$ cat config.mk
export PLATFORM = sky130hd
export DESIGN_NAME = swamm_scan
export DESIGN_NICKNAME = d
export VERILOG_FILES = /design/src/swamm_pkg.sv /design/src/swamm_scan.sv
export SDC_FILE = /design/constraint.sdc
export NUM_CORES = 1
export LEC_CHECK = 0
export BUFFER_PORTS_ARGS = -buffer_cell sky130_fd_sc_hd__buf_2
export CAP_MARGIN = 25
export CORE_MARGIN = 4
export CORE_UTILIZATION = 48
export DETAILED_ROUTE_END_ITERATION = 8
export HOLD_SLACK_MARGIN = 0.12
export PLACE_DENSITY = 0.76
export SYNTH_ARGS = -nofsm -noshare
export SYNTH_HDL_FRONTEND = slang
export SYNTH_SLANG_ARGS = --single-unit
$ cat constraint.sdc
create_clock -name clk -period 2.84 [get_ports clk]
set_input_delay 0.426 -clock clk [delete_from_list [all_inputs] [get_ports clk]]
set_output_delay 0.426 -clock clk [all_outputs]
set_load 0.05 [all_outputs]
$ cat src/swamm_pkg.sv
`timescale 1ns / 1ps

package swamm_pkg;

  localparam int SAMPLE_W = 16;
  localparam int CFG_W    = 11;

  // one three-axis sample
  typedef struct packed {
    logic signed [SAMPLE_W-1:0] x_sample;
    logic signed [SAMPLE_W-1:0] y_sample;
    logic signed [SAMPLE_W-1:0] z_sample;
  } sample_t;

  // one result: current sample and window statistics per axis
  typedef struct packed {
    logic signed [SAMPLE_W-1:0] x_now;
    logic signed [SAMPLE_W-1:0] x_avg;
    logic signed [SAMPLE_W-1:0] x_min;
    logic signed [SAMPLE_W-1:0] x_max;
    logic signed [SAMPLE_W-1:0] y_now;
    logic signed [SAMPLE_W-1:0] y_avg;
    logic signed [SAMPLE_W-1:0] y_min;
    logic signed [SAMPLE_W-1:0] y_max;
    logic signed [SAMPLE_W-1:0] z_now;
    logic signed [SAMPLE_W-1:0] z_avg;
    logic signed [SAMPLE_W-1:0] z_min;
    logic signed [SAMPLE_W-1:0] z_max;
  } result_t;

  // control from the sequencer to the min/max scanner
  typedef struct packed {
    logic fold;   // read data from the window store is valid this cycle
    logic first;  // that data is the first entry of the window
  } scan_ctl_t;

endpackage

$ cat src/swamm_scan.sv
`timescale 1ns / 1ps

module swamm_scan import swamm_pkg::*; (
  input  logic      clk,
  input  scan_ctl_t ctl,
  input  sample_t   rd_data,
  output sample_t   lo,
  output sample_t   hi
);

  // fold one window entry per cycle into the running min and max
  always_ff @(posedge clk) begin
    if (ctl.fold) begin
      if (ctl.first) begin
        lo <= rd_data;
        hi <= rd_data;
      end else begin
        if (rd_data.x_sample < lo.x_sample) lo.x_sample <= rd_data.x_sample;
        if (rd_data.y_sample < lo.y_sample) lo.y_sample <= rd_data.y_sample;
        if (rd_data.z_sample < lo.z_sample) lo.z_sample <= rd_data.z_sample;
        if (rd_data.x_sample > hi.x_sample) hi.x_sample <= rd_data.x_sample;
        if (rd_data.y_sample > hi.y_sample) hi.y_sample <= rd_data.y_sample;
        if (rd_data.z_sample > hi.z_sample) hi.z_sample <= rd_data.z_sample;
      end
    end
  end

endmodule

==> impl_metrics.tcl <==
set metrics [dict create \
    max_freq_mhz 405.2 \
    synthFlopType "edfxtp_1" \
    initial_utilization 0.4939 \
    maxCapViolCount 0 \
    rr_endpoint "lo[0]$_DFFE_PP_" \
    pwr-share-comb 0.310 \
    grt_overflow 0 \
    critPathSlowestCell "a211oi_1" \
    synthesis.area_um2 5378 \
    place_area_um2 6362 \
    switchingPower_mw 1.286 \
    p_int_mw 2.342 \
    area_growth_syn_to_layout_pct 20.94 \
    crit_chain "inv_1 -> ha_1 -> nor4bb_1 -> o21ai_0 -> a211oi_1 -> o311ai_0 -> nand2_1 -> buf_4" \
    die_h_um 113.8 \
    hold_class "in2reg" \
    final-hold-violation-count 0 \
    cp_max_fo 9 \
    die_w_um 113.8 \
    drtIter0Drc 145 \
    cp.required_ns 2.89 \
    ys_seq_area_frac 0.5361 \
    max_slew.worst_pin.slew_ns 0.4537 \
    register_area_um2 2883 \
    synth_fp_nets 586 \
    worst_clock_skew_ns 0.01053 \
    die_area_um2 12960 \
    avgViaCountPerCell 5.226 \
    p_clk_frac 0.199 \
    cts_sinks 96 \
    drt-total-wl_um 11900 \
    power_frac_seq 0.491 \
    firstDrtPassIters 4 \
    power.total_mw 3.629 \
    drtAntennaViolNets 0 \
    layout_common_cells "buf_2, inv_1, edfxtp_1" \
    min_to "hi[6]$_DFFE_PP_" \
    ios 147 \
    grt_max_degree 17 \
    reg2regPathDepth 8 \
    power.leakage_nw 3.189 \
    syn-instance-count 442 \
    clk_latency_ns 0.35 \
    vias 3914 \
    clkSlewWorstSetupHoldPaths_ns 0.09 \
    start_kind "flop" \
    period_needed_ns 2.468 \
    multi_input_area_um2 2123 \
    rows 38 \
    htreeDepth 3 \
    switching_share 0.3545 \
    cts_tree "built" \
    grt_pass1_wl_um 19700 \
    critPathArrivalTime_ns 2.52 \
    ir_drop_v 0.0003150 \
    max_stage_delay_ns 0.40 \
    synth_edf_count 96 \
    place.gp.congestion 0.8569 \
    period_share 0.8689 \
    synthArstFlopShare 0 \
    wl_per_cell_um 15.88 \
    maxSlewViolCount 0 \
    synth-seq-cells 96 \
    fin_nets 751 \
    grtUsageTotal 0.1913 \
    reg2reg_slack_ns 0.37 \
    core_um2 10890 \
    cp-end-kind "flop" \
    first_global_vias 4059 \
    antenna_found_initial 0 \
    hold_depth 1 \
    io_buffers 146 \
    relSlewSlack 0.6975 \
    hold_start "rd_data[6]" \
    hpwl_um 9744 \
    fillers 902 \
    rsz0062_at_grt "false" \
    utilization 0.5973 \
    outcome "finished clean" \
    p_per_area_nw_per_um2 557.9 \
    cts_buffer_depth 2 \
    yosys_warnings 0 \
    cts_buffers 9 \
    crit_family "compound AO/OA/AOI/OAI gates" \
    setup_viol_count_final 0 \
    cts_root_buf "clkbuf_8" \
    drive_gt1_frac 0.2874 \
    ys_types 37 \
    design_area_um2 6504 \
    crit_type "reg2reg" \
    path_buf_inv 2 \
    cts_resized 0 \
    r2r_start "lo[15]$_DFFE_PP_" \
    synth.avg_cell_area_um2 12.17 \
    antenna_cells 0 \
    final_common_cell "buf_2" \
    drc 0 \
    whs_ns 0.2955 \
    fin_tns_setup_ns 0 \
    cts_hold_buf 0 \
    post-cts-setup-buffers 0 \
]
cell usage after synthesis (2+ instances only):
| library cell | n | share of area |
|---|---|---|
| inv_1 | 102 | 0.071 |
| edfxtp_1 | 96 | 0.54 |
| ha_1 | 93 | 0.22 |
| a21oi_1 | 21 | 0.020 |
| o21ai_0 | 17 | 0.016 |
| nand4_1 | 16 | 0.019 |
| a21o_1 | 12 | 0.017 |
| nand2_1 | 11 | 0.0077 |
| nor2_1 | 10 | 0.0070 |
| nand2b_1 | 8 | 0.0093 |
| a211oi_1 | 7 | 0.0098 |
| nor2b_1 | 6 | 0.0070 |
| nand3_1 | 4 | 0.0037 |
| o21a_1 | 4 | 0.0056 |
| o221ai_1 | 4 | 0.0065 |
| nor4_1 | 3 | 0.0035 |
| nor4bb_1 | 3 | 0.0056 |
| a2111oi_0 | 2 | 0.0033 |
| a21oi_2 | 2 | 0.0033 |
| a22oi_1 | 2 | 0.0028 |
| nor3_1 | 2 | 0.0019 |
| nor4b_1 | 2 | 0.0033 |
cell type report:
type / instances / share of cell area
clock buffers: 11 / 0.02020
clock inverters: 2 / 0.001539
inverters: 102 / 0.05887
multi-input cells: 243 / 0.3265
flip-flops and latches: 96 / 0.4432
well taps: 140 / 0.02693
repair buffers: 155 / 0.1227
power groups by stage:
stage	Clock [mW]	Sequential (mW)	Combinational, mW
finish	0.723	1.78	1.12
CTS	0.759	1.78	1.14
global route	0.819	1.80	1.23
detailed placement	0	1.81	1.13
global placement	0	1.81	1.10
floorplan	0	2.22	0.380
kinds of logic (layout without fill, tap and decap cells):
| logic type | after synthesis | in the layout | share of synthesized area |
|---|---|---|---|
| AO/OA/AOI/OAI | 82 | 82 | 0.1019 |
| adder cells (fa/ha/maj) | 93 | 93 | 0.2164 |
| buffers and inverters | 103 | 270 | 0.07329 |
| flip-flops | 96 | 96 | 0.5361 |
| AND/OR/NAND/NOR | 68 | 68 | 0.07236 |
routing by layer:
| metal | wire length (µm) | share of wire | vias to the layer above | GRT usage |
|---|---|---|---|---|
| li1 | - | - | 1927 | - |
| met1 | 5193 | 0.44 | 1857 | 0.2461 |
| met2 | 5845 | 0.49 | 119 | 0.3286 |
| met3 | 723 | 0.061 | 11 | 0.03714 |
| met4 | 133 | 0.011 | 0 | 0.05780 |
| met5 | 0 | 0 | - | 0 |
how the worst max path moves through the flow:
stage / from / end / cells after the start
after floorplan: hi[5]$_DFFE_PP_ / hi[0]$_DFFE_PP_ / 7
after global placement: rd_data[15] / lo[4]$_DFFE_PP_ / 8
after detailed placement: rd_data[15] / lo[0]$_DFFE_PP_ / 8
after CTS: lo[15]$_DFFE_PP_ / lo[0]$_DFFE_PP_ / 8
after global routing: hi[37]$_DFFE_PP_ / hi[45]$_DFFE_PP_ / 8
final: lo[15]$_DFFE_PP_ / lo[0]$_DFFE_PP_ / 8
per-stage QoR:
stage,instances,worst slack [ns]
2_1_floorplan,442,0.05113
3_3_place_gp,736,0.2406
3_5_place_dp,736,0.2156
4_1_cts,749,0.3359
5_1_grt,749,0.2487
6_report,749,0.3724
state kept, by name, summed over array words and instances (netlist names):
signal	cells
hi	48
lo	48
(Power assumes the default switching activity.)
