## src/swamm_pkg.sv

```systemverilog
`timescale 1ns / 1ps

package swamm_pkg;

  localparam int SAMPLE_W = 16;
  localparam int CFG_W    = 11;

  // one three-axis sample
  typedef struct packed {
    logic signed [SAMPLE_W-1:0] x_sample;
    logic signed [SAMPLE_W-1:0] y_sample;
    logic signed [SAMPLE_W-1:0] z_sample;
  } sample_t;

  // one result: current sample and window statistics per axis
  typedef struct packed {
    logic signed [SAMPLE_W-1:0] x_now;
    logic signed [SAMPLE_W-1:0] x_avg;
    logic signed [SAMPLE_W-1:0] x_min;
    logic signed [SAMPLE_W-1:0] x_max;
    logic signed [SAMPLE_W-1:0] y_now;
    logic signed [SAMPLE_W-1:0] y_avg;
    logic signed [SAMPLE_W-1:0] y_min;
    logic signed [SAMPLE_W-1:0] y_max;
    logic signed [SAMPLE_W-1:0] z_now;
    logic signed [SAMPLE_W-1:0] z_avg;
    logic signed [SAMPLE_W-1:0] z_min;
    logic signed [SAMPLE_W-1:0] z_max;
  } result_t;

  // control from the sequencer to the min/max scanner
  typedef struct packed {
    logic fold;   // read data from the window store is valid this cycle
    logic first;  // that data is the first entry of the window
  } scan_ctl_t;

endpackage

```

## src/swamm_div.sv

```systemverilog
`timescale 1ns / 1ps

module swamm_div import swamm_pkg::*; #(
  parameter int SUM_W = 26,
  parameter int LEN_W = 11
) (
  input  logic                       clk,
  input  logic                       rst,
  input  logic                       start,
  input  logic signed [SUM_W-1:0]    dividend,
  input  logic        [LEN_W-1:0]    divisor,
  output logic                       busy,
  output logic signed [SAMPLE_W-1:0] quotient
);

  localparam int CNT_W = $clog2(SUM_W + 1);

  logic [CNT_W-1:0] cnt;
  logic [SUM_W-1:0] quo;
  logic [LEN_W-1:0] rem;
  logic [LEN_W-1:0] dvs;
  logic             neg;

  logic [SUM_W-1:0] mag;
  logic [LEN_W:0]   rem_sh;
  logic [LEN_W:0]   rem_diff;
  logic             fits;
  logic [SUM_W-1:0] quo_signed;

  // magnitude of the dividend, truncation toward zero via sign fix-up
  assign mag = dividend[SUM_W-1] ? SUM_W'(-dividend) : SUM_W'(dividend);

  // one restoring step per cycle
  assign rem_sh   = {rem, quo[SUM_W-1]};
  assign fits     = rem_sh >= {1'b0, dvs};
  assign rem_diff = rem_sh - {1'b0, dvs};

  assign quo_signed = neg ? SUM_W'(~quo + SUM_W'(1)) : quo;
  assign quotient   = quo_signed[SAMPLE_W-1:0];

  // control
  always_ff @(posedge clk) begin
    if (rst) begin
      busy <= 1'b0;
      cnt  <= '0;
    end else if (start) begin
      busy <= 1'b1;
      cnt  <= CNT_W'(SUM_W);
    end else if (busy) begin
      cnt <= cnt - CNT_W'(1);
      if (cnt == CNT_W'(1)) begin
        busy <= 1'b0;
      end
    end
  end

  // shift/subtract datapath
  always_ff @(posedge clk) begin
    if (start) begin
      quo <= mag;
      rem <= '0;
      dvs <= divisor;
      neg <= dividend[SUM_W-1];
    end else if (busy) begin
      rem <= fits ? rem_diff[LEN_W-1:0] : rem_sh[LEN_W-1:0];
      quo <= {quo[SUM_W-2:0], fits};
    end
  end

endmodule

```

## config.mk

```make
export PLATFORM = sky130hd
export DESIGN_NAME = swamm_div
export DESIGN_NICKNAME = d
export VERILOG_FILES = /design/src/swamm_pkg.sv /design/src/swamm_div.sv
export SDC_FILE = /design/constraint.sdc
export NUM_CORES = 1
export LEC_CHECK = 0
export BUFFER_PORTS_ARGS = -buffer_cell sky130_fd_sc_hd__buf_2
export CORE_MARGIN = 2
export CORE_UTILIZATION = 49
export DETAILED_ROUTE_END_ITERATION = 16
export PLACE_DENSITY = 0.74
export RECOVER_POWER = 50
export SETUP_SLACK_MARGIN = 0.05
export SYNTH_ARGS = -nofsm -noshare
export SYNTH_HDL_FRONTEND = slang
export SYNTH_SLANG_ARGS = --single-unit
```

## constraint.sdc

```tcl
create_clock -name clk -period 2.9 [get_ports clk]
set_input_delay 0.145 -clock clk [delete_from_list [all_inputs] [get_ports clk]]
set_output_delay 0.145 -clock clk [all_outputs]
set_load 0.02 [all_outputs]
```

==> run summary <==
===============================================================================================
Worst setup timing slack at the placement stage ..................................       260 ps
Number of placement rows .........................................................           31
Longest Clk Path Bufs ............................................................            2
Fin area .........................................................................    4160 um^2
Unrepaired setup endpoints after global routing ..................................        false
Number of antenna-violating nets in the routed design ............................            0
Largest clock skew in the final design ...........................................      8.21 ps
Initial Utilization ..............................................................        50.1%
Post-synthesis instance area .....................................................    3590 um^2
Cells after Synth ................................................................          383
Critical path required time ......................................................      2760 ps
Maximum level of the CTS H-tree ..................................................            2
Final clock period utilization by the worst path .................................        93.6%
Worst Hold Class .................................................................    in -> reg
Die H ............................................................................      89.7 um
Pin count of the biggest net entering global routing .............................           32
Area share of the largest cell type after synthesis ..............................        31.7%
Area growth from synthesis to layout .............................................        15.7%
Filler Cells Inserted ............................................................          649
Maximum capacitance violations ...................................................            0
Status ........................................................................... finished clean
Final global-route overflow total ................................................            0
Least-Margin Pin Slew ............................................................      1290 ps
Per-cell routed wire length ......................................................      13.5 um
Power per standard cell area .....................................................  488 nW/um^2
Startpoint kind of the worst setup timing path ...................................         flop
Via count of the first global-routing pass .......................................         2681
Number of buffers created by CTS .................................................            5
Slew headroom ....................................................................        14.0%
Synth top area cells ............................................................. sky130_fd_sc_hd__edfxtp_1 32%, sky130_fd_sc_hd__dfxtp_1 9.5%, sky130_fd_sc_hd__xnor2_1 6.1%
Starting DRT DRC Count ...........................................................          118
Wire length of the first global-routing pass .....................................      11.7 mm
Period minus WS final ............................................................      2710 ps
Global-route usage over all layers ...............................................        18.4%
Count of endpoints failing hold in the final timing report .......................            0
Number of distinct standard cells referenced by the synthesized netlist ..........           51
Setup-failing EPs final ..........................................................            0
Yosys Warn Count .................................................................            0
Count of flip-flops with a built-in enable after synthesis .......................           38
Via count ........................................................................         2895
Cell taking the most area after synthesis ........................................ sky130_fd_sc_hd__edfxtp_1
Detailed-route wire length .......................................................      7.32 mm
Final Worst Setup Slack ..........................................................       186 ps
Syn_area_per_cell ................................................................    9.39 um^2
Worst VDD drop ...................................................................       217 uV
Ant diodes .......................................................................            0
Flip-flop and latch count after synthesis ........................................           55
Cell with the most instances after synthesis ..................................... sky130_fd_sc_hd__nor2_1
Layout cells sized above 1 .......................................................        17.6%
Primary flip-flop cell chosen by synthesis mapping ............................... sky130_fd_sc_hd__edfxtp_1
Commonest cells in the synthesized netlist ....................................... 49 x sky130_fd_sc_hd__nor2_1, 38 x sky130_fd_sc_hd__edfxtp_1, 30 x sky130_fd_sc_hd__a21oi_1
GPL Wtd Cong .....................................................................        0.861
Net count, final .................................................................          499
Number of antenna violations at the first check in global routing ................            0
Lkg Pwr ..........................................................................      1.64 nW
Clock latency on the worst-skew pair .............................................       310 ps
CTS tree .........................................................................          yes
Vias per Instance ................................................................         5.33
Placeable Area ...................................................................    7180 um^2
Max-slew violation total from the final report ...................................            0
Clock input transition at the sequential cells of the worst setup and hold paths .       100 ps
DRC viols ........................................................................            0
Total nets after synthesis .......................................................          439
Number of port buffers ...........................................................           56
Part of the Yosys area used for sequential elements ..............................        41.2%
Data arrival time of the critical path ...........................................      2570 ps
Critical Setup Path Class ........................................................   reg -> out
DP Wirelength ....................................................................      5.32 mm
FFs w/ async S/R, synth ..........................................................           0%
DIE WIDTH ........................................................................      89.7 um
Area enclosed by the die boundary ................................................    8040 um^2
Root buffer cell ................................................................. sky130_fd_sc_hd__clkbuf_8
Final TNS setup ..................................................................         0 ps
Critical Path Fanout Max .........................................................            4
Kind of end point of the critical path ........................................... primary output
Area after detailed placement ....................................................    3960 um^2
Number of iterations in the first detailed-routing pass ..........................            4
Number of sinks driven by the clock tree .........................................           55
Top-Level Pins ...................................................................           57
F_max ............................................................................      368 MHz
===============================================================================================
-- state kept, by name, summed over array words and instances (netlist names) --
signal	cells
busy	1
cnt	5
dvs	11
neg	1
quo	26
rem	11
-- power by group --
| part | internal, mW | switching (mW) | leakage (nW) | total (mW) |
|---|---|---|---|---|
| sequential | 0.933 | 0.0631 | 0.514 | 0.996 |
| combinational | 0.271 | 0.343 | 1.08 | 0.614 |
| clock | 0.169 | 0.251 | 0.0402 | 0.419 |
| total | 1.37 | 0.657 | 1.64 | 2.03 |
-- per-stage QoR --
step | hold WS, ps | power [mW] | util (%) | std cells
after detailed placement | 323 | 1.61 | 55.1 | 525
after floorplan | 217 | 1.44 | - | 383
after global routing | 5.15 | 2.17 | 57.9 | 543
after global placement | 322 | 1.59 | 55.1 | 525
final | 19.3 | 2.03 | 57.9 | 543
after CTS | 0.128 | 2.04 | 57.2 | 538
-- final timing paths --
kind,startpoint,to,slack [ps],depth (start not counted)
hold / removal,divisor[10],dvs[10]$_DFFE_PP_,20,1
setup / recovery,quo[0]$_DFFE_PP_,quotient[13],190,7
setup reg to reg,quo[25]$_DFFE_PP_,rem[1]$_SDFFE_PP0P_,310,10
hold reg to reg,rem[2]$_SDFFE_PP0P_,rem[2]$_SDFFE_PP0P_,520,2
-- cell usage in the layout (no fill, tap or decap), types with 2 or more instances in the layout --
| cell type | count |
|---|---|
| sky130_fd_sc_hd__or3_1 | 7 |
| sky130_fd_sc_hd__nand3b_1 | 4 |
| sky130_fd_sc_hd__buf_4 | 5 |
| sky130_fd_sc_hd__or4_4 | 2 |
| sky130_fd_sc_hd__edfxtp_1 | 38 |
| sky130_fd_sc_hd__o41ai_1 | 3 |
| sky130_fd_sc_hd__o41a_1 | 2 |
| sky130_fd_sc_hd__o21ai_0 | 16 |
| sky130_fd_sc_hd__nand3_1 | 3 |
| sky130_fd_sc_hd__clkbuf_8 | 5 |
| sky130_fd_sc_hd__nor4_1 | 3 |
| sky130_fd_sc_hd__o31a_1 | 2 |
| sky130_fd_sc_hd__nor3_1 | 8 |
| sky130_fd_sc_hd__clkbuf_1 | 4 |
| sky130_fd_sc_hd__o21ai_1 | 3 |
| sky130_fd_sc_hd__a311oi_1 | 2 |
| sky130_fd_sc_hd__mux2i_1 | 8 |
| sky130_fd_sc_hd__ha_1 | 15 |
| sky130_fd_sc_hd__clkinvlp_4 | 2 |
| sky130_fd_sc_hd__nand2b_1 | 8 |
| sky130_fd_sc_hd__o211ai_1 | 2 |
| sky130_fd_sc_hd__dlygate4sd3_1 | 9 |
| sky130_fd_sc_hd__xnor2_1 | 25 |
| sky130_fd_sc_hd__o31ai_1 | 9 |
| sky130_fd_sc_hd__buf_2 | 53 |
| sky130_fd_sc_hd__nor2_1 | 49 |
| sky130_fd_sc_hd__xor2_1 | 21 |
| sky130_fd_sc_hd__o22ai_1 | 3 |
| sky130_fd_sc_hd__o21a_1 | 2 |
| sky130_fd_sc_hd__dfxtp_1 | 17 |
| sky130_fd_sc_hd__or4_1 | 3 |
| sky130_fd_sc_hd__a211oi_1 | 8 |
| sky130_fd_sc_hd__a21boi_0 | 2 |
| sky130_fd_sc_hd__a21oi_1 | 30 |
| sky130_fd_sc_hd__nand2_1 | 24 |
| sky130_fd_sc_hd__nor4b_1 | 2 |
| sky130_fd_sc_hd__inv_1 | 21 |
| sky130_fd_sc_hd__nor2b_1 | 3 |
| sky130_fd_sc_hd__mux2_2 | 3 |
-- area by class of cell --
class,count,area (um^2),share of cell area (%)
Multi-Input combinational cell,289,1980,47.5
Sequential cell,55,1480,35.6
Timing Repair Buffer,71,408,9.81
Tap cell,99,124,2.98
Inverter,21,78.8,1.90
Clock buffer,5,68.8,1.66
Clock inverter,3,20.0,0.481
-- metal layers --
| layer | vias up | GRT usage, % | part of all wire [%] |
|---|---|---|---|
| met1 | 1349 | 24.0 | 46 |
| met2 | 40 | 30.5 | 49 |
| met3 | 8 | 4.02 | 3.8 |
| li1 | 1498 | - | - |
| met4 | 0 | 5.97 | 1.3 |
| met5 | - | 0 | 0 |
-- repair_timing --
action / CTS / global route
setup endpoints to repair: 1 / 4
endpoints found under the hold margin: 5 / 4
hold buffers: 5 / 4
gates resized for setup: 1 / 4
setup buffers: 0 / 1
-- worst max-delay path, stage by stage (launching register included) --
cell and delay, ps:
sky130_fd_sc_hd__edfxtp_1 470, sky130_fd_sc_hd__nor3_2 230, sky130_fd_sc_hd__nand2_1 90, sky130_fd_sc_hd__or3_1 360, sky130_fd_sc_hd__or4_4 470, sky130_fd_sc_hd__o41ai_2 260, sky130_fd_sc_hd__xnor2_1 180, sky130_fd_sc_hd__buf_2 200
-- cells by family (layout without fill, tap and decap cells) --
logic type	after synthesis	count (layout)	synth area share, %
AOI/OAI and AO/OA	90	90	16.8
adders and majority gates	16	16	5.78
and+or+nand+nor	126	126	17.4
DFF	55	55	41.2
buffers and inverters	39	100	4.42
xor gates and xnor gates	46	46	11.2
muxes	11	11	3.17
Power figures use the tool's default switching activity.
